--- config.mk ---
export PLATFORM = sky130hd
export DESIGN_NAME = deflate_fixed_huffman_encoder
export DESIGN_NICKNAME = d
export VERILOG_FILES = /design/src/rtl/dfhe_pkg.sv /design/src/rtl/dfhe_front.sv /design/src/rtl/dfhe_queue.sv /design/src/rtl/dfhe_back.sv /design/src/rtl/deflate_fixed_huffman_encoder.sv
export SDC_FILE = /design/constraint.sdc
export NUM_CORES = 1
export LEC_CHECK = 0
export BUFFER_PORTS_ARGS = -buffer_cell sky130_fd_sc_hd__buf_2
export CORE_MARGIN = 5
export CORE_UTILIZATION = 47
export DETAILED_ROUTE_END_ITERATION = 8
export PLACE_DENSITY_LB_ADDON = 0.08
export SLEW_MARGIN = 20
export SYNTH_ARGS = -nofsm -noshare
export SYNTH_HDL_FRONTEND = slang
export SYNTH_SLANG_ARGS = --single-unit
--- constraint.sdc ---
create_clock -name clk -period 12.9 [get_ports clk]
set_input_delay 3.87 -clock clk [delete_from_list [all_inputs] [get_ports clk]]
set_output_delay 3.87 -clock clk [all_outputs]
set_load 0.03 [all_outputs]
--- src/rtl/dfhe_pkg.sv ---
// Shared types, constants and helpers of the fixed-Huffman DEFLATE encoder.
// Used by dfhe_front, dfhe_queue, dfhe_back and the top level.
// No dependencies.
`default_nettype none

package dfhe_pkg;

  localparam int QUEUE_DEPTH_DEF = 4;

  localparam int BITS_W = 18;  // longest symbol: 5-bit distance code + 13 extra bits
  localparam int LEN_W  = 5;
  localparam int ACC_W  = 25;  // 7 leftover bits + longest symbol
  localparam int CNT_W  = 5;

  // Input symbol kinds
  localparam logic [2:0] KIND_START    = 3'd0;
  localparam logic [2:0] KIND_LITERAL  = 3'd1;
  localparam logic [2:0] KIND_LENGTH   = 3'd2;
  localparam logic [2:0] KIND_DISTANCE = 3'd3;
  localparam logic [2:0] KIND_FINISH   = 3'd4;

  // zlib header and block header
  localparam logic [7:0] ZLIB_CMF = 8'h78;
  localparam logic [7:0] ZLIB_FLG = 8'h5E;
  localparam logic [ACC_W-1:0] BLOCK_HDR_BITS = ACC_W'(3'b011);  // BFINAL=1, BTYPE=01
  localparam logic [CNT_W-1:0] BLOCK_HDR_LEN  = CNT_W'(3);
  localparam logic [CNT_W-1:0] EOB_LEN        = CNT_W'(7);      // end-of-block is all zeros

  typedef enum logic [1:0] {
    OP_BITS,
    OP_START,
    OP_FINISH
  } op_t;

  typedef struct packed {
    op_t               op;
    logic [BITS_W-1:0] bits;   // LSB goes out first
    logic [LEN_W-1:0]  len;
    logic              err;    // sticky error flag as of this symbol
    logic [31:0]       adler;
  } entry_t;

  // Reverse a 9-bit Huffman code so its MSB lands at bit 0.
  function automatic logic [8:0] rev9(input logic [8:0] code);
    logic [8:0] r;
    for (int i = 0; i < 9; i++) begin
      r[i] = code[8-i];
    end
    return r;
  endfunction

  // Number of significant bits in v.
  function automatic logic [4:0] bit_len16(input logic [15:0] v);
    logic [4:0] n;
    n = 5'd0;
    for (int i = 0; i < 16; i++) begin
      if (v[i]) begin
        n = 5'(i + 1);
      end
    end
    return n;
  endfunction

endpackage

`default_nettype wire

--- src/rtl/dfhe_front.sv ---
// Front end: accepts symbols, range-checks them and turns each in-range one into a queue entry
// of LSB-first bits. Depends on dfhe_pkg.
`default_nettype none

module dfhe_front import dfhe_pkg::*; (
  input  wire logic        clk,
  input  wire logic        rst_n,
  input  wire logic        in_valid,
  input  wire logic [2:0]  in_symbol_kind,
  input  wire logic [15:0] in_symbol_value,
  input  wire logic [31:0] in_adler_checksum,
  input  wire logic        q_full,
  output logic             in_stall,
  output logic             push,
  output entry_t           push_entry
);

  logic        err_r, err_nxt;
  logic        accept;
  logic        bad;

  // literal
  logic [8:0]  lit_code;
  logic [3:0]  lit_len;
  logic [8:0]  lit_rev;

  // match length
  logic [15:0] len_diff;
  logic [7:0]  ls;
  logic [4:0]  lbw;
  logic [2:0]  lx_raw, lx;
  logic [7:0]  lsh;
  logic [8:0]  lcode_raw, lcode, hcode;
  logic [3:0]  hlen;
  logic [8:0]  hbits;
  logic [7:0]  lmask;
  logic [BITS_W-1:0] lbits;
  logic [LEN_W-1:0]  llen;

  // match distance
  logic [15:0] dist_diff;
  logic [14:0] ds;
  logic [4:0]  dbw;
  logic [3:0]  dx;
  logic [14:0] dsh;
  logic [4:0]  dcode;
  logic [8:0]  dh;
  logic [14:0] dmask;
  logic [BITS_W-1:0] dbits;
  logic [LEN_W-1:0]  dlen;

  assign in_stall = q_full;
  assign accept   = in_valid && !in_stall;

  always_comb begin
    lit_code = (in_symbol_value <= 16'd143) ? 9'd48 + in_symbol_value[8:0]
                                            : 9'd400 + (in_symbol_value[8:0] - 9'd144);
    lit_len  = (in_symbol_value <= 16'd143) ? 4'd8 : 4'd9;
    lit_rev  = rev9(lit_code) >> (4'd9 - lit_len);
  end

  always_comb begin
    len_diff  = in_symbol_value - 16'd3;
    ls        = len_diff[7:0];
    lbw       = bit_len16({8'd0, ls});
    lx_raw    = (lbw > 5'd3) ? 3'(lbw - 5'd3) : 3'd0;
    lsh       = ls >> lx_raw;
    lcode_raw = 9'd257 + {7'd0, lsh[1:0]} + {4'd0, lx_raw, 2'b00}
              + ((ls >= 8'd4) ? 9'd4 : 9'd0);
    // length 258 has its own code and no extra bits
    if (in_symbol_value == 16'd258) begin
      lcode = 9'd285;
      lx    = 3'd0;
    end else begin
      lcode = lcode_raw;
      lx    = lx_raw;
    end
    if (lcode <= 9'd279) begin
      hcode = lcode - 9'd256;
      hlen  = 4'd7;
    end else begin
      hcode = lcode - 9'd88;  // 192 + (code - 280)
      hlen  = 4'd8;
    end
    hbits = rev9(hcode) >> (4'd9 - hlen);
    lmask = (8'd1 << lx) - 8'd1;
    lbits = {9'd0, hbits} | ({10'd0, ls & lmask} << hlen);
    llen  = {1'b0, hlen} + {2'd0, lx};
  end

  always_comb begin
    dist_diff = in_symbol_value - 16'd1;
    ds        = dist_diff[14:0];
    dbw       = bit_len16({1'b0, ds});
    dx        = (dbw > 5'd2) ? 4'(dbw - 5'd2) : 4'd0;
    dsh       = ds >> dx;
    dcode     = {4'd0, dsh[0]} + {dx, 1'b0} + ((ds >= 15'd2) ? 5'd2 : 5'd0);
    dh        = rev9({4'd0, dcode}) >> 4;
    dmask     = (15'd1 << dx) - 15'd1;
    dbits     = {13'd0, dh[4:0]} | ({3'd0, ds & dmask} << 5);
    dlen      = 5'd5 + {1'b0, dx};
  end

  always_comb begin
    bad              = 1'b0;
    push_entry.op    = OP_BITS;
    push_entry.bits  = '0;
    push_entry.len   = '0;
    push_entry.err   = err_r;
    push_entry.adler = in_adler_checksum;
    unique case (in_symbol_kind)
      KIND_START: begin
        push_entry.op = OP_START;
      end
      KIND_LITERAL: begin
        bad             = in_symbol_value > 16'd255;
        push_entry.bits = {9'd0, lit_rev};
        push_entry.len  = {1'b0, lit_len};
      end
      KIND_LENGTH: begin
        bad             = (in_symbol_value < 16'd3) || (in_symbol_value > 16'd258);
        push_entry.bits = lbits;
        push_entry.len  = llen;
      end
      KIND_DISTANCE: begin
        bad             = (in_symbol_value < 16'd1) || (in_symbol_value > 16'd32768);
        push_entry.bits = dbits;
        push_entry.len  = dlen;
      end
      KIND_FINISH: begin
        push_entry.op = OP_FINISH;
      end
      default: begin
        bad = 1'b1;
      end
    endcase
  end

  assign push    = accept && !bad;
  assign err_nxt = err_r | (accept && bad);

  always_ff @(posedge clk) begin
    if (!rst_n) begin
      err_r <= 1'b0;
    end else begin
      err_r <= err_nxt;
    end
  end

endmodule

`default_nettype wire

--- src/rtl/dfhe_queue.sv ---
// Short register queue of encoded symbols between front and back end.
// Depends on dfhe_pkg.
`default_nettype none

module dfhe_queue import dfhe_pkg::*; #(
  parameter int DEPTH = QUEUE_DEPTH_DEF
) (
  input  wire logic                     clk,
  input  wire logic                     rst_n,
  input  wire logic                     push,
  input  wire entry_t                   wr_entry,
  input  wire logic                     pop,
  output entry_t                        rd_entry,
  output logic                          full,
  output logic                          empty,
  output logic [$clog2(DEPTH+1)-1:0]    level
);

  localparam int PTR_W = (DEPTH > 1) ? $clog2(DEPTH) : 1;
  localparam int LVL_W = $clog2(DEPTH + 1);

  entry_t             slots_r [DEPTH];
  logic [PTR_W-1:0]   wr_ptr_r, wr_ptr_nxt;
  logic [PTR_W-1:0]   rd_ptr_r, rd_ptr_nxt;
  logic [LVL_W-1:0]   cnt_r, cnt_nxt;
  logic               do_push, do_pop;

  assign full     = cnt_r == LVL_W'(DEPTH);
  assign empty    = cnt_r == '0;
  assign level    = cnt_r;
  assign rd_entry = slots_r[rd_ptr_r];
  assign do_push  = push && !full;
  assign do_pop   = pop && !empty;

  always_comb begin
    wr_ptr_nxt = wr_ptr_r;
    rd_ptr_nxt = rd_ptr_r;
    if (do_push) begin
      wr_ptr_nxt = (wr_ptr_r == PTR_W'(DEPTH - 1)) ? '0 : wr_ptr_r + 1'b1;
    end
    if (do_pop) begin
      rd_ptr_nxt = (rd_ptr_r == PTR_W'(DEPTH - 1)) ? '0 : rd_ptr_r + 1'b1;
    end
    cnt_nxt = cnt_r + LVL_W'(do_push) - LVL_W'(do_pop);
  end

  always_ff @(posedge clk) begin
    if (!rst_n) begin
      wr_ptr_r <= '0;
      rd_ptr_r <= '0;
      cnt_r    <= '0;
    end else begin
      wr_ptr_r <= wr_ptr_nxt;
      rd_ptr_r <= rd_ptr_nxt;
      cnt_r    <= cnt_nxt;
    end
  end

  always_ff @(posedge clk) begin
    if (do_push) begin
      slots_r[wr_ptr_r] <= wr_entry;
    end
  end

endmodule

`default_nettype wire

--- src/rtl/dfhe_back.sv ---
// Back end: bit packer that merges queued symbols into bytes, emits the zlib
// header, the final flush and the Adler-32 trailer. Depends on dfhe_pkg.
`default_nettype none

module dfhe_back import dfhe_pkg::*; (
  input  wire logic        clk,
  input  wire logic        rst_n,
  input  wire entry_t      head,
  input  wire logic        q_empty,
  output logic             pop,
  output logic             out_valid,
  input  wire logic        out_stall,
  output logic [7:0]       out_byte,
  output logic             out_last_byte,
  output logic             out_error_seen
);

  typedef enum logic [1:0] {
    ST_RUN,
    ST_HDR,
    ST_FLUSH,
    ST_ADLER
  } state_t;

  state_t            state_r, state_nxt;
  logic [ACC_W-1:0]  acc_r, acc_nxt;
  logic [CNT_W-1:0]  cnt_r, cnt_nxt;
  logic              err_r, err_nxt;
  logic [31:0]       adler_r, adler_nxt;
  logic [1:0]        idx_r, idx_nxt;
  logic              out_vld_r, out_vld_nxt;
  logic [7:0]        byte_r, byte_nxt;
  logic              last_r, last_nxt;
  logic              oerr_r, oerr_nxt;

  logic              out_load;
  logic              emit;
  logic [7:0]        emit_byte;
  logic              emit_last;
  logic              emit_err;
  logic [ACC_W-1:0]  sum;
  logic [CNT_W-1:0]  csum;
  logic [7:0]        adler_byte;

  assign out_load = !out_vld_r || !out_stall;
  assign sum      = acc_r | ({7'd0, head.bits} << cnt_r[2:0]);
  assign csum     = cnt_r + head.len;

  always_comb begin
    case (idx_r)
      2'd0:    adler_byte = adler_r[31:24];
      2'd1:    adler_byte = adler_r[23:16];
      2'd2:    adler_byte = adler_r[15:8];
      default: adler_byte = adler_r[7:0];
    endcase
  end

  always_comb begin
    state_nxt = state_r;
    acc_nxt   = acc_r;
    cnt_nxt   = cnt_r;
    err_nxt   = err_r;
    adler_nxt = adler_r;
    idx_nxt   = idx_r;
    pop       = 1'b0;
    emit      = 1'b0;
    emit_byte = acc_r[7:0];
    emit_last = 1'b0;
    emit_err  = err_r;

    unique case (state_r)
      ST_RUN: begin
        if (cnt_r >= CNT_W'(8)) begin
          // drain whole bytes left by the previous symbol
          if (out_load) begin
            emit    = 1'b1;
            acc_nxt = acc_r >> 8;
            cnt_nxt = cnt_r - CNT_W'(8);
          end
        end else if (!q_empty) begin
          unique case (head.op)
            OP_BITS: begin
              pop      = 1'b1;
              err_nxt  = head.err;
              emit_err = head.err;
              if (csum >= CNT_W'(8) && out_load) begin
                emit      = 1'b1;
                emit_byte = sum[7:0];
                acc_nxt   = sum >> 8;
                cnt_nxt   = csum - CNT_W'(8);
              end else begin
                acc_nxt = sum;
                cnt_nxt = csum;
              end
            end
            OP_START: begin
              // drop any partial byte and open a fresh stream
              if (out_load) begin
                pop       = 1'b1;
                emit      = 1'b1;
                emit_byte = ZLIB_CMF;
                err_nxt   = head.err;
                emit_err  = head.err;
                acc_nxt   = BLOCK_HDR_BITS;
                cnt_nxt   = BLOCK_HDR_LEN;
                state_nxt = ST_HDR;
              end
            end
            OP_FINISH: begin
              pop       = 1'b1;
              err_nxt   = head.err;
              adler_nxt = head.adler;
              cnt_nxt   = cnt_r + EOB_LEN;
              state_nxt = ST_FLUSH;
            end
            default: begin
              pop = 1'b1;
            end
          endcase
        end
      end
      ST_HDR: begin
        if (out_load) begin
          emit      = 1'b1;
          emit_byte = ZLIB_FLG;
          state_nxt = ST_RUN;
        end
      end
      ST_FLUSH: begin
        if (cnt_r >= CNT_W'(8)) begin
          if (out_load) begin
            emit    = 1'b1;
            acc_nxt = acc_r >> 8;
            cnt_nxt = cnt_r - CNT_W'(8);
          end
        end else if (cnt_r != '0) begin
          // pad the last partial byte with zeros
          if (out_load) begin
            emit    = 1'b1;
            acc_nxt = '0;
            cnt_nxt = '0;
          end
        end else begin
          idx_nxt   = 2'd0;
          state_nxt = ST_ADLER;
        end
      end
      ST_ADLER: begin
        if (out_load) begin
          emit      = 1'b1;
          emit_byte = adler_byte;
          emit_last = idx_r == 2'd3;
          idx_nxt   = idx_r + 2'd1;
          if (idx_r == 2'd3) begin
            acc_nxt   = '0;
            cnt_nxt   = '0;
            state_nxt = ST_RUN;
          end
        end
      end
      default: begin
        state_nxt = ST_RUN;
      end
    endcase

    out_vld_nxt = out_vld_r;
    byte_nxt    = byte_r;
    last_nxt    = last_r;
    oerr_nxt    = oerr_r;
    if (emit) begin
      out_vld_nxt = 1'b1;
      byte_nxt    = emit_byte;
      last_nxt    = emit_last;
      oerr_nxt    = emit_err;
    end else if (!out_stall) begin
      out_vld_nxt = 1'b0;
    end
  end

  always_ff @(posedge clk) begin
    if (!rst_n) begin
      state_r   <= ST_RUN;
      acc_r     <= '0;
      cnt_r     <= '0;
      err_r     <= 1'b0;
      idx_r     <= 2'd0;
      out_vld_r <= 1'b0;
    end else begin
      state_r   <= state_nxt;
      acc_r     <= acc_nxt;
      cnt_r     <= cnt_nxt;
      err_r     <= err_nxt;
      idx_r     <= idx_nxt;
      out_vld_r <= out_vld_nxt;
    end
    adler_r <= adler_nxt;
    byte_r  <= byte_nxt;
    last_r  <= last_nxt;
    oerr_r  <= oerr_nxt;
  end

  assign out_valid      = out_vld_r;
  assign out_byte       = byte_r;
  assign out_last_byte  = last_r;
  assign out_error_seen = oerr_r;

endmodule

`default_nettype wire

--- src/rtl/deflate_fixed_huffman_encoder.sv ---
// Top level of the zlib / fixed-Huffman DEFLATE encoder.
// Instantiates dfhe_front, dfhe_queue and dfhe_back; depends on dfhe_pkg.
//
// Usage: feed LZ77 symbols on the in_ channel (kind, value, Adler-32 on
// finish), one transaction each; take the compressed stream one byte per
// transaction on the out_ channel. out_last_byte marks the final trailer byte,
// out_error_seen reports the sticky out-of-range flag as of that byte.
// Send start first, then literals / length-distance pairs, then finish.
// With the queue empty, the first byte of a symbol passes the queue slot
// register and then the packer's output register before it is on out_byte.
// The bit packer emits one byte per cycle while out_stall is low; a symbol
// completes up to 3 bytes for a distance and 2 for start; finish takes one
// step to queue end-of-block, up to two flush bytes, one idle step and four
// trailer bytes.
// A queue of QUEUE_DEPTH symbols sits between the encoder and the packer;
// in_stall rises only when it is full.
// Reset clears the bit queue, error flags, queue and the output valid flag.
// While out_stall is high a valid output byte holds and the packer emits no
// new byte; the front keeps accepting symbols until the queue fills.
`default_nettype none

module deflate_fixed_huffman_encoder import dfhe_pkg::*; #(
  parameter int QUEUE_DEPTH = QUEUE_DEPTH_DEF
) (
  input  wire logic        clk,
  input  wire logic        rst_n,
  input  wire logic        in_valid,
  output logic             in_stall,
  input  wire logic [2:0]  in_symbol_kind,
  input  wire logic [15:0] in_symbol_value,
  input  wire logic [31:0] in_adler_checksum,
  output logic             out_valid,
  input  wire logic        out_stall,
  output logic [7:0]       out_byte,
  output logic             out_last_byte,
  output logic             out_error_seen
);

  localparam int LVL_W = $clog2(QUEUE_DEPTH + 1);

  entry_t             push_entry;
  entry_t             head;
  logic               push;
  logic               pop;
  logic               q_full;
  logic               q_empty;
  logic [LVL_W-1:0]   q_level;

  dfhe_front u_front (
    .clk               (clk),
    .rst_n             (rst_n),
    .in_valid          (in_valid),
    .in_symbol_kind    (in_symbol_kind),
    .in_symbol_value   (in_symbol_value),
    .in_adler_checksum (in_adler_checksum),
    .q_full            (q_full),
    .in_stall          (in_stall),
    .push              (push),
    .push_entry        (push_entry)
  );

  dfhe_queue #(
    .DEPTH (QUEUE_DEPTH)
  ) u_queue (
    .clk      (clk),
    .rst_n    (rst_n),
    .push     (push),
    .wr_entry (push_entry),
    .pop      (pop),
    .rd_entry (head),
    .full     (q_full),
    .empty    (q_empty),
    .level    (q_level)
  );

  dfhe_back u_back (
    .clk            (clk),
    .rst_n          (rst_n),
    .head           (head),
    .q_empty        (q_empty),
    .pop            (pop),
    .out_valid      (out_valid),
    .out_stall      (out_stall),
    .out_byte       (out_byte),
    .out_last_byte  (out_last_byte),
    .out_error_seen (out_error_seen)
  );

`ifndef SYNTHESIS
  a_level_bound: assert property (@(posedge clk) disable iff (!rst_n)
    q_level <= LVL_W'(QUEUE_DEPTH))
    else $error("queue level exceeds depth");

  a_out_idle_after_reset: assert property (@(posedge clk) disable iff (!rst_n)
    $past(!rst_n) |-> !out_valid)
    else $error("output valid right after reset");

  a_last_not_twice: assert property (@(posedge clk) disable iff (!rst_n)
    out_valid && out_last_byte && !out_stall |=> !(out_valid && out_last_byte))
    else $error("two trailer end bytes in a row");

  a_error_sticky: assert property (@(posedge clk) disable iff (!rst_n)
    $past(rst_n) && out_valid && $past(out_valid && out_error_seen) |-> out_error_seen)
    else $error("error flag dropped on a later byte");
`endif

endmodule

`default_nettype wire

Word level (Yosys, flattened, before mapping)
Memory sizes are Yosys's and may differ from the RTL's. A register that Yosys moved wholly into a read port is not among the register bits. Cells that the tools add are included.

Memory bits (writable): 232. Bits in latches: 0. Bits in read-only memories: 0. Memories kept: 1. Register bits: 86.

Memory list: u_queue.slots_r (depth 4, width 58, read ports 1, clocked after Yosys merged registers in 1, write ports 1, line dfhe_queue.sv:22) `entry_t slots_r [DEPTH];`.

Shifts and indexed selects: 8. Multipliers: 0. Equal/unequal tests: 32. Reductions and logical operators: 33. Multiplexer cells: 109. Order comparisons: 13. Bitwise logic cells: 8. Divide/modulo/power cells: 0. Add/subtract/negate cells: 29.

Operators with widths (count): $mux 25 (10); $mux 5 (17); $pmux 25 s3 (1); $pmux 23 s3 (1); $pmux 25 s2 (1); $mux 8 (6); $pmux 8 s3 (2); $mux 4 (10); $mux 2 (18); $pmux 5 s3 (2); $mux 9 (3); $or 25x25->25 (1); $shl 18x3->25 (1); $mux 1 (21); $mux 3 (7); $or 5x18->18 (1); $or 9x18->18 (1); $shl 8x4->18 (1); $shr 9x4->9 (2); $eq 16x9->1 const B (1); $gt 16x16->1 const B (1); $gt 16x8->1 const B (1); $gt 16x9->1 const B (1); $le 16x8->1 const B (1); other kinds (72) (121).

Logic depth before layout (Yosys ltp)
Gate-level depths: netlist (run 1).

Word-level depth: 23. Mapped depth: 32.

Cells and area by module
From an unflattened synthesis (run 1), not the netlist that was laid out.

Cell total of the unflattened synthesis: 1463. Area total of the unflattened synthesis: 17703.2 µm².

By module, submodules not included: dfhe_queue (instances 1, area an instance 8872.3 µm², cells each 356); dfhe_back (instances 1, area an instance 5124.9 µm², cells each 566); dfhe_front (instances 1, area an instance 3706.1 µm², cells each 541).

Worst setup path after synthesis (run 1)
OpenSTA, ideal clock, no wires.

Path kind: input to register. Start: input in_symbol_value[4]. End: memory u_queue.slots_r[0][37] (netlist name) (data pin). Buffers on the path: 2. Data arrival time: 9232 ps. Slack: 3383 ps. Stages: 30. Path through: buf_2 inv_1 ha_1 o31ai_1 and3_1 nor3_2 a21oi_1 ha_1 a21oi_1 nand4_1 a41oi_1 buf_2 o221ai_1 a31o_2 ha_1 a21oi_1 nor2_1 xnor2_1 and2_1 inv_1 ha_1 inv_1 ha_1 o31a_1 a31oi_4 inv_1 ha_1 fa_1 a22oi_1 o22ai_1.

RTL lines: start: declaration (line deflate_fixed_huffman_encoder.sv:30) `input wire logic [15:0] in_symbol_value,`; end: declaration (line dfhe_queue.sv:22).

==> summary.txt, run 1 <==
overall die height -> 201 um
net count of the finished layout -> 1531
number of slew-limit violations in the final report -> 0
FF-to-FF setup slack -> 7.41 ns
routed wire length -> 40.8 mm
clk_skew -> 0.0202 ns
CTS clock-pin slew for the worst setup and hold paths -> 0.06 ns
Crit Path Category -> primary input to flop
Diodes inserted -> 0
count of warnings emitted by yosys -> 0
starting density of the core -> 47.8%
Setup violations, final -> 0
residual DRC count -> 0
Lkg Pwr -> 6.46 nW
Worst Path Arrival -> 10.97 ns
average via count per standard cell -> 6.07
post-synthesis average cell area -> 12.2 sq um
ratio of final minimum period to clock period -> 83.4%
Clk network pwr share -> 26.4%
crit path capture -> u_queue.slots_r[2][37]$_DFFE_PP_
post-cts resize count -> 0
FF-to-FF path depth -> 12
CP Data Required Time -> 13.11 ns
area of the die -> 40200 sq um
number of nets with antenna violations after detailed routing -> 0
switching power share of the total -> 35.1%
I/O Pins -> 67
worst IR drop on VDD -> 0.138 mV
critical path startpoint -> in_symbol_value[0]
clock sink count -> 320
initial antenna violation count -> 0
drt pass-1 iters -> 5
cts-stage hold buffer count -> 0
First DRT Iteration DRCs -> 873
buffers from clock root to sink, at most -> 3
HPWL after detailed placement -> 27.6 mm
residual overflow from global routing -> 0
Synth async-reset ratio -> 0%
overall via count from detail_route -> 11600
Total Power -> 3.59 mW
Critical Path Source Type -> primary input
power density relative to cell area -> 191 nW/um^2
final worst path period need -> 10.76 ns
net count of the mapped netlist -> 1503
Setup Fix Bufs, Post-CTS -> 0
clk root buf -> sky130_fd_sc_hd__clkbuf_16
layout cells sized above 1 -> 16.1%
endpoint of the worst-slack reg-to-reg timing path -> u_back.acc_r[24]$_SDFFE_PN0P_
biggest area contributors in the synthesized netlist -> sky130_fd_sc_hd__edfxtp_1, sky130_fd_sc_hd__mux4_2, sky130_fd_sc_hd__dfxtp_1
TritonCTS clock tree -> built
share of synthesized area occupied by flip-flops and latches -> 53.6%
Port-buffer cells -> 66
max-cap viol count -> 0
top-area cell type share of the netlist area -> 48.2%
average wire per standard cell -> 21.4 um
worst min-delay path class -> flop to flop
clock network latency to the later pin of the worst-skew pair -> 0.52 ns
area of placed instances -> 17700 sq um
post-route design area -> 18800 sq um
Synth Flop Type -> sky130_fd_sc_hd__edfxtp_1
accumulated negative setup slack -> 0 ns
fmax -> 92.9 MHz
result of the run -> finished, final reports clean
Worst-Margin Slew -> 0.972 ns
gp weighted congestion -> 0.893
vias in the first global route -> 11400
Gate power share -> 36.6%
RSZ-0062 raised after global routing -> no
global-route wire length before repair -> 65.1 mm
post-synth design cell area -> 17100 sq um
Synth cell types -> 99
sequential cell fraction of total power -> 37.0%
cell internal pwr -> 2.33 mW
kind of capture point of the worst setup path -> flop
core outline area -> 35700 sq um
maximum number of pins on one net before global-route repair -> 59
die width -> 201 um
net switching power -> 1.26 mW
Rel. slew slack -> 34.4%
final number of hold-violating endpoints -> 0
CTS HTree Levels -> 2
utilization of the core after routing -> 52.6%
Yosys top cell by area -> sky130_fd_sc_hd__edfxtp_1
maximum fanout encountered on the critical timing path -> 18
number of core rows -> 69
total clock buffers created by CTS -> 35
cell count after synthesis -> 1395
Seq cells post-synth -> 320
global router's overall resource usage -> 20.0%
number of enable-type register cells in the synthesized netlist -> 274
Area growth syn-to-layout -> 10.2%
-- worst min-delay path by stage --
stage,start,endpoint,slack (ns),depth (start not counted)
2_1_floorplan,u_back.acc_r[23]$_SDFFE_PN0P_,u_back.acc_r[23]$_SDFFE_PN0P_,0.44,2
3_3_place_gp,u_back.acc_r[23]$_SDFFE_PN0P_,u_back.acc_r[23]$_SDFFE_PN0P_,0.47,2
3_5_place_dp,u_back.acc_r[23]$_SDFFE_PN0P_,u_back.acc_r[23]$_SDFFE_PN0P_,0.48,2
4_1_cts,u_back.acc_r[23]$_SDFFE_PN0P_,u_back.acc_r[23]$_SDFFE_PN0P_,0.49,2
5_1_grt,u_back.acc_r[23]$_SDFFE_PN0P_,u_back.acc_r[23]$_SDFFE_PN0P_,0.51,2
6_report,u_back.acc_r[23]$_SDFFE_PN0P_,u_back.acc_r[23]$_SDFFE_PN0P_,0.48,2
-- worst max-delay path, cell delays in order --
cell and delay (ns):
sky130_fd_sc_hd__buf_2 0.23, sky130_fd_sc_hd__ha_1 0.41, sky130_fd_sc_hd__o31ai_1 0.36, sky130_fd_sc_hd__a21oi_1 0.21
sky130_fd_sc_hd__nor3_2 0.40, sky130_fd_sc_hd__a21oi_1 0.12, sky130_fd_sc_hd__ha_1 0.24, sky130_fd_sc_hd__a21oi_1 0.18
sky130_fd_sc_hd__nand4_1 0.15, sky130_fd_sc_hd__a41oi_1 0.84, sky130_fd_sc_hd__o221ai_1 0.38, sky130_fd_sc_hd__a31o_2 0.37
sky130_fd_sc_hd__ha_1 0.21, sky130_fd_sc_hd__a21oi_1 0.14, sky130_fd_sc_hd__nor2_1 0.06, sky130_fd_sc_hd__xnor2_1 0.13
sky130_fd_sc_hd__and2_1 0.18, sky130_fd_sc_hd__inv_1 0.09, sky130_fd_sc_hd__ha_1 0.15, sky130_fd_sc_hd__inv_1 0.04
sky130_fd_sc_hd__ha_1 0.21, sky130_fd_sc_hd__o31a_1 0.19, sky130_fd_sc_hd__a31oi_4 0.46, sky130_fd_sc_hd__inv_1 0.28
sky130_fd_sc_hd__ha_1 0.29, sky130_fd_sc_hd__fa_1 0.41, sky130_fd_sc_hd__a22oi_1 0.18, sky130_fd_sc_hd__o22ai_1 0.15
-- power groups by stage --
stage | Combinational [mW] | Clock, mW | Sequential (mW)
5_1_grt | 1.44 | 1.02 | 1.34
3_5_place_dp | 1.31 | 0 | 1.35
6_report | 1.31 | 0.948 | 1.33
4_1_cts | 1.31 | 0.972 | 1.33
3_3_place_gp | 1.31 | 0 | 1.35
2_1_floorplan | 0.964 | 0 | 1.35
-- cell usage in the layout, fill, tap and decap left out, types with 12 or more instances in the layout --
| master | instances |
|---|---|
| sky130_fd_sc_hd__and3_1 | 12 |
| sky130_fd_sc_hd__clkinv_1 | 13 |
| sky130_fd_sc_hd__buf_2 | 66 |
| sky130_fd_sc_hd__mux2i_1 | 30 |
| sky130_fd_sc_hd__buf_4 | 14 |
| sky130_fd_sc_hd__xnor2_1 | 28 |
| sky130_fd_sc_hd__inv_1 | 48 |
| sky130_fd_sc_hd__a21oi_1 | 63 |
| sky130_fd_sc_hd__o31ai_1 | 14 |
| sky130_fd_sc_hd__nor2_1 | 99 |
| sky130_fd_sc_hd__dfxtp_1 | 44 |
| sky130_fd_sc_hd__and2_1 | 20 |
| sky130_fd_sc_hd__o21ai_0 | 46 |
| sky130_fd_sc_hd__ha_1 | 50 |
| sky130_fd_sc_hd__nand3_1 | 21 |
| sky130_fd_sc_hd__a22oi_1 | 23 |
| sky130_fd_sc_hd__xor2_1 | 13 |
| sky130_fd_sc_hd__nor2b_1 | 38 |
| sky130_fd_sc_hd__mux4_2 | 58 |
| sky130_fd_sc_hd__nor3_1 | 29 |
| sky130_fd_sc_hd__o22ai_1 | 18 |
| sky130_fd_sc_hd__a211oi_1 | 20 |
| sky130_fd_sc_hd__nand2_1 | 100 |
| sky130_fd_sc_hd__clkbuf_16 | 36 |
| sky130_fd_sc_hd__edfxtp_1 | 274 |
| sky130_fd_sc_hd__nor4_1 | 12 |
-- state kept, by name, summed over array words and instances, names as in the netlist, 3 cells and up, named ones only --
register / count
u_back.cnt_r: 5
u_back.out_byte: 8
u_back.acc_r: 25
u_back.adler_r: 32
u_queue.slots_r: 232
u_queue.level: 3
-- synthesized netlist by cell type (12+ instances only) --
cell type	n
sky130_fd_sc_hd__nor3_1	29
sky130_fd_sc_hd__edfxtp_1	274
sky130_fd_sc_hd__o22ai_1	18
sky130_fd_sc_hd__nor2_1	100
sky130_fd_sc_hd__o31ai_1	14
sky130_fd_sc_hd__clkbuf_1	63
sky130_fd_sc_hd__and2_1	24
sky130_fd_sc_hd__mux2i_1	30
sky130_fd_sc_hd__ha_1	50
sky130_fd_sc_hd__a211oi_1	20
sky130_fd_sc_hd__nand3_1	21
sky130_fd_sc_hd__and3_1	12
sky130_fd_sc_hd__nor4_1	12
sky130_fd_sc_hd__a21oi_1	63
sky130_fd_sc_hd__xor2_1	13
sky130_fd_sc_hd__nor2b_1	38
sky130_fd_sc_hd__inv_1	48
sky130_fd_sc_hd__mux4_2	58
sky130_fd_sc_hd__a22oi_1	23
sky130_fd_sc_hd__nand2_1	100
sky130_fd_sc_hd__o21ai_0	46
sky130_fd_sc_hd__xnor2_1	28
sky130_fd_sc_hd__dfxtp_1	46
-- cell type report --
cell class / instances / area (sq um)
inverters: 52 / 198
flip-flops and latches: 320 / 9150
multi-input cells: 934 / 7350
clock buffers: 41 / 920
fillers: 3167 / 16900
repair buffers: 80 / 435
well taps: 461 / 577
clock inverters: 23 / 180
-- metal layers --
layer | routed length, um | GRT usage (%) | part of all wire (%)
met5 | 0 | 0 | 0
met4 | 682 | 4.42 | 1.7
met3 | 1620 | 2.58 | 4.0
met2 | 19200 | 32.0 | 47
met1 | 19300 | 29.4 | 47
-- kinds of logic (layout without fill, tap and decap cells) --
family | Yosys count | count (layout) | share of synthesized area (%)
DFF | 320 | 320 | 53.6
muxes | 99 | 99 | 10.1
buffers and inverters | 141 | 196 | 3.40
adders and majority gates | 53 | 53 | 4.02
AOI/OAI and AO/OA | 341 | 341 | 14.5
and+or+nand+nor | 395 | 395 | 11.7
other | 1 | 1 | 0.0220
xor gates and xnor gates | 45 | 45 | 2.59
-- stage by stage --
| step | hold WS [ns] | instances | setup WS [ns] |
|---|---|---|---|
| 2_1_floorplan | 0.441 | 1395 | 3.38 |
| 3_3_place_gp | 0.467 | 1847 | 2.05 |
| 3_5_place_dp | 0.477 | 1847 | 1.73 |
| 4_1_cts | 0.486 | 1911 | 2.24 |
| 5_1_grt | 0.514 | 1911 | 1.58 |
| 6_report | 0.484 | 1911 | 2.14 |
Note: power is estimated with default switching activity, not from simulation.
==> inputs of run 2 (changes only) <==
==> constraint.sdc (replaced) <==
create_clock -name clk -period 8.9 [get_ports clk]
set_input_delay 2.67 -clock clk [delete_from_list [all_inputs] [get_ports clk]]
set_output_delay 2.67 -clock clk [all_outputs]
set_load 0.03 [all_outputs]
==> run 2 against run 1 <==
Against the previous run: setup slack got worse by 1.5 ns; first-iteration DRC count increased by 0.11%; cell area grew 0.57%; clock power rose by 43%; critical path type unchanged.
==> summary.txt, run 2 (synthesis gave the netlist of run 1 again) <==
initial antenna violation count -> 0 (unchanged)
average wire per standard cell -> 21.6 um (+1.1%)
CTS HTree Levels -> 2 (unchanged)
average via count per standard cell -> 6.03 (-0.62%)
Rel. slew slack -> 37.6% (+3.2 points)
CTS clock-pin slew for the worst setup and hold paths -> 0.06 ns (about the same)
maximum number of pins on one net before global-route repair -> 46 (-22%)
max-cap viol count -> 0 (unchanged)
worst stage delay on the critical path -> 0.41 ns (-0.43 ns)
worst hold path stage count -> 2 (unchanged)
I/O Pins -> 67 (unchanged)
RSZ-0062 raised after global routing -> no
FF-to-FF setup slack -> 3.90 ns (-3.51 ns)
number of core rows -> 69 (unchanged)
net count of the finished layout -> 1545 (+0.91%)
CP Data Required Time -> 9.19 ns (-3.92 ns)
Lkg Pwr -> 6.54 nW (+1.2%)
number of flip-flops in the largest register -> 232 (unchanged)
Critical Path Source Type -> primary input
Clk network pwr share -> 26.2% (-0.2 points)
net switching power -> 1.82 mW (+45%)
worst min-delay path class -> flop to flop
commonest cells after routing, fill and taps aside -> sky130_fd_sc_hd__edfxtp_1, sky130_fd_sc_hd__nand2_1, sky130_fd_sc_hd__nor2_1
number of nets with antenna violations after detailed routing -> 0 (unchanged)
ratio of final minimum period to clock period -> 92.8%
Gate power share -> 36.0% (-0.6 points)
maximum fanout encountered on the critical timing path -> 8 (-10)
result of the run -> finished, final reports clean
final number of hold-violating endpoints -> 0 (unchanged)
vias in the first global route -> 11800 (+3.7%)
buffers from clock root to sink, at most -> 3 (unchanged)
worst IR drop on VDD -> 0.166 mV (+20%)
Worst-Margin Slew -> 0.934 ns (-0.0376 ns)
Setup violations, final -> 0 (unchanged)
drt pass-1 iters -> 6 (+1)
switching power share of the total -> 35.0% (-0.069 points)
HPWL after detailed placement -> 29.0 mm (+5.3%)
endpoint of the worst-slack reg-to-reg timing path -> u_back.acc_r[24]$_SDFFE_PN0P_
Area growth syn-to-layout -> 10.8%
Largest Register -> u_queue.slots_r
clk root buf -> sky130_fd_sc_hd__clkbuf_16
Worst Path Arrival -> 8.55 ns (-2.42 ns)
utilization of the core after routing -> 52.9% (+0.30 points)
post-cts resize count -> 0 (unchanged)
cts-stage hold buffer count -> 0 (unchanged)
area of the die -> 40200 sq um (unchanged)
residual overflow from global routing -> 0 (unchanged)
die width -> 201 um (unchanged)
accumulated negative setup slack -> 0 ns (unchanged)
core outline area -> 35700 sq um (unchanged)
endpoint with the worst hold slack -> u_back.acc_r[23]$_SDFFE_PN0P_
cell internal pwr -> 3.37 mW (+45%)
power density relative to cell area -> 275 nW/um^2 (+44%)
CP max-delay cell -> sky130_fd_sc_hd__fa_1
most used cell, CP -> sky130_fd_sc_hd__ha_1
Setup Fix Bufs, Post-CTS -> 0 (unchanged)
Crit Path Category -> primary input to flop
fill cell total of the finished layout -> 3128 (-1.2%)
fmax -> 121 MHz
clock sink count -> 320 (unchanged)
HP Start -> u_back.acc_r[23]$_SDFFE_PN0P_
global-route wire length before repair -> 67.3 mm (+3.4%)
First DRT Iteration DRCs -> 874 (+0.11%)
commonest non-fill, non-tap cell in the layout -> sky130_fd_sc_hd__edfxtp_1
layout cells sized above 1 -> 16.9% (+0.80 points)
residual DRC count -> 0 (unchanged)
routed wire length -> 41.6 mm (+1.8%)
overall via count from detail_route -> 11600 (+0.10%)
kind of capture point of the worst setup path -> flop
clk_skew -> 0.0183 ns (-0.00190 ns)
starting density of the core -> 47.8% (unchanged)
Port-buffer cells -> 66 (unchanged)
total clock buffers created by CTS -> 35 (unchanged)
global router's overall resource usage -> 20.5% (+0.56 points)
gp weighted congestion -> 0.904 (+1.3%)
sequential cell fraction of total power -> 37.8% (+0.8 points)
FF-to-FF path depth -> 12 (unchanged)
TritonCTS clock tree -> built
clock network latency to the later pin of the worst-skew pair -> 0.52 ns (about the same)
leading registers by flop count -> u_queue.slots_r (232), u_back.adler_r (32), u_back.acc_r (25)
overall die height -> 201 um (unchanged)
number of slew-limit violations in the final report -> 0 (unchanged)
final worst path period need -> 8.26 ns
Diodes inserted -> 0 (unchanged)
## run 2: cell types whose count changed in the layout (fill, tap and decap cells not counted)
cell | before | now
sky130_fd_sc_hd__clkinv_1 | 13 | 6
sky130_fd_sc_hd__clkbuf_4 | 0 | 1
sky130_fd_sc_hd__buf_4 | 14 | 27
sky130_fd_sc_hd__clkbuf_1 | 5 | 12
sky130_fd_sc_hd__bufinv_16 | 2 | 1
sky130_fd_sc_hd__buf_12 | 0 | 1
sky130_fd_sc_hd__clkbuf_8 | 0 | 2
sky130_fd_sc_hd__clkinvlp_4 | 4 | 2
## run 2: power by group through the flow
| stage | Sequential, mW | Clock, mW | Combinational (mW) |
|---|---|---|---|
| 2_1_floorplan | 1.96 | 0 | 1.40 |
| 3_3_place_gp | 1.99 | 0 | 1.86 |
| 3_5_place_dp | 1.99 | 0 | 1.87 |
| 4_1_cts | 1.97 | 1.40 | 1.88 |
| 5_1_grt | 1.99 | 1.47 | 2.06 |
| 6_report | 1.96 | 1.36 | 1.87 |
## run 2: worst max-delay path by stage
stage / slack [ns] / depth (start not counted) / from / to
3_5_place_dp: 0.20 / 29 / in_symbol_value[5] / u_queue.slots_r[1][35]$_DFFE_PP_
6_report: 0.64 / 29 / in_symbol_value[5] / u_queue.slots_r[2][35]$_DFFE_PP_
4_1_cts: 0.71 / 29 / in_symbol_value[5] / u_queue.slots_r[1][35]$_DFFE_PP_
3_3_place_gp: 0.36 / 30 / in_symbol_value[5] / u_queue.slots_r[0][37]$_DFFE_PP_
2_1_floorplan: 0.58 / 30 / in_symbol_value[4] / u_queue.slots_r[0][37]$_DFFE_PP_
5_1_grt: 0.16 / 29 / in_symbol_value[5] / u_queue.slots_r[3][35]$_DFFE_PP_
## run 2: layout make-up
cell class | instances | area [sq um] | area share, %
Inverter | 52 | 198 | 1.04
Clock buffer | 51 | 981 | 5.19
Tap cell | 461 | 577 | 3.05
Multi-Input combinational cell | 934 | 7350 | 38.8
Sequential cell | 320 | 9150 | 48.4
Timing Repair Buffer | 94 | 553 | 2.92
Clock inverter | 13 | 109 | 0.575
## run 2: metrics by stage
step | hold slack (ns) | setup slack (ns) | cell area [sq um] | cells | power (mW)
4_1_cts | 0.480 | 0.709 | 18900 | 1925 | 5.24
3_3_place_gp | 0.465 | 0.364 | 17800 | 1861 | 3.85
3_5_place_dp | 0.471 | 0.198 | 17800 | 1861 | 3.86
5_1_grt | 0.519 | 0.164 | 18900 | 1925 | 5.52
2_1_floorplan | 0.441 | 0.583 | 17100 | 1395 | 3.36
6_report | 0.475 | 0.642 | 18900 | 1925 | 5.20
## run 2: critical path, delay by kind of cell
kind,cells,cell delay [ns]
AO/OA/AOI/OAI,11,2.33
XOR/XNOR,2,0.31
adder cells (fa/ha/maj),7,1.85
buffers and inverters,5,0.71
AND/OR/NAND/NOR,4,0.70
## run 2: per-layer routing
metal	routed length (um)	up-vias	GRT usage [%]
met4	572	0	4.03
met2	20000	271	33.8
met1	19300	5812	29.6
met3	1760	41	2.78
met5	0	-	0
li1	-	5493	-
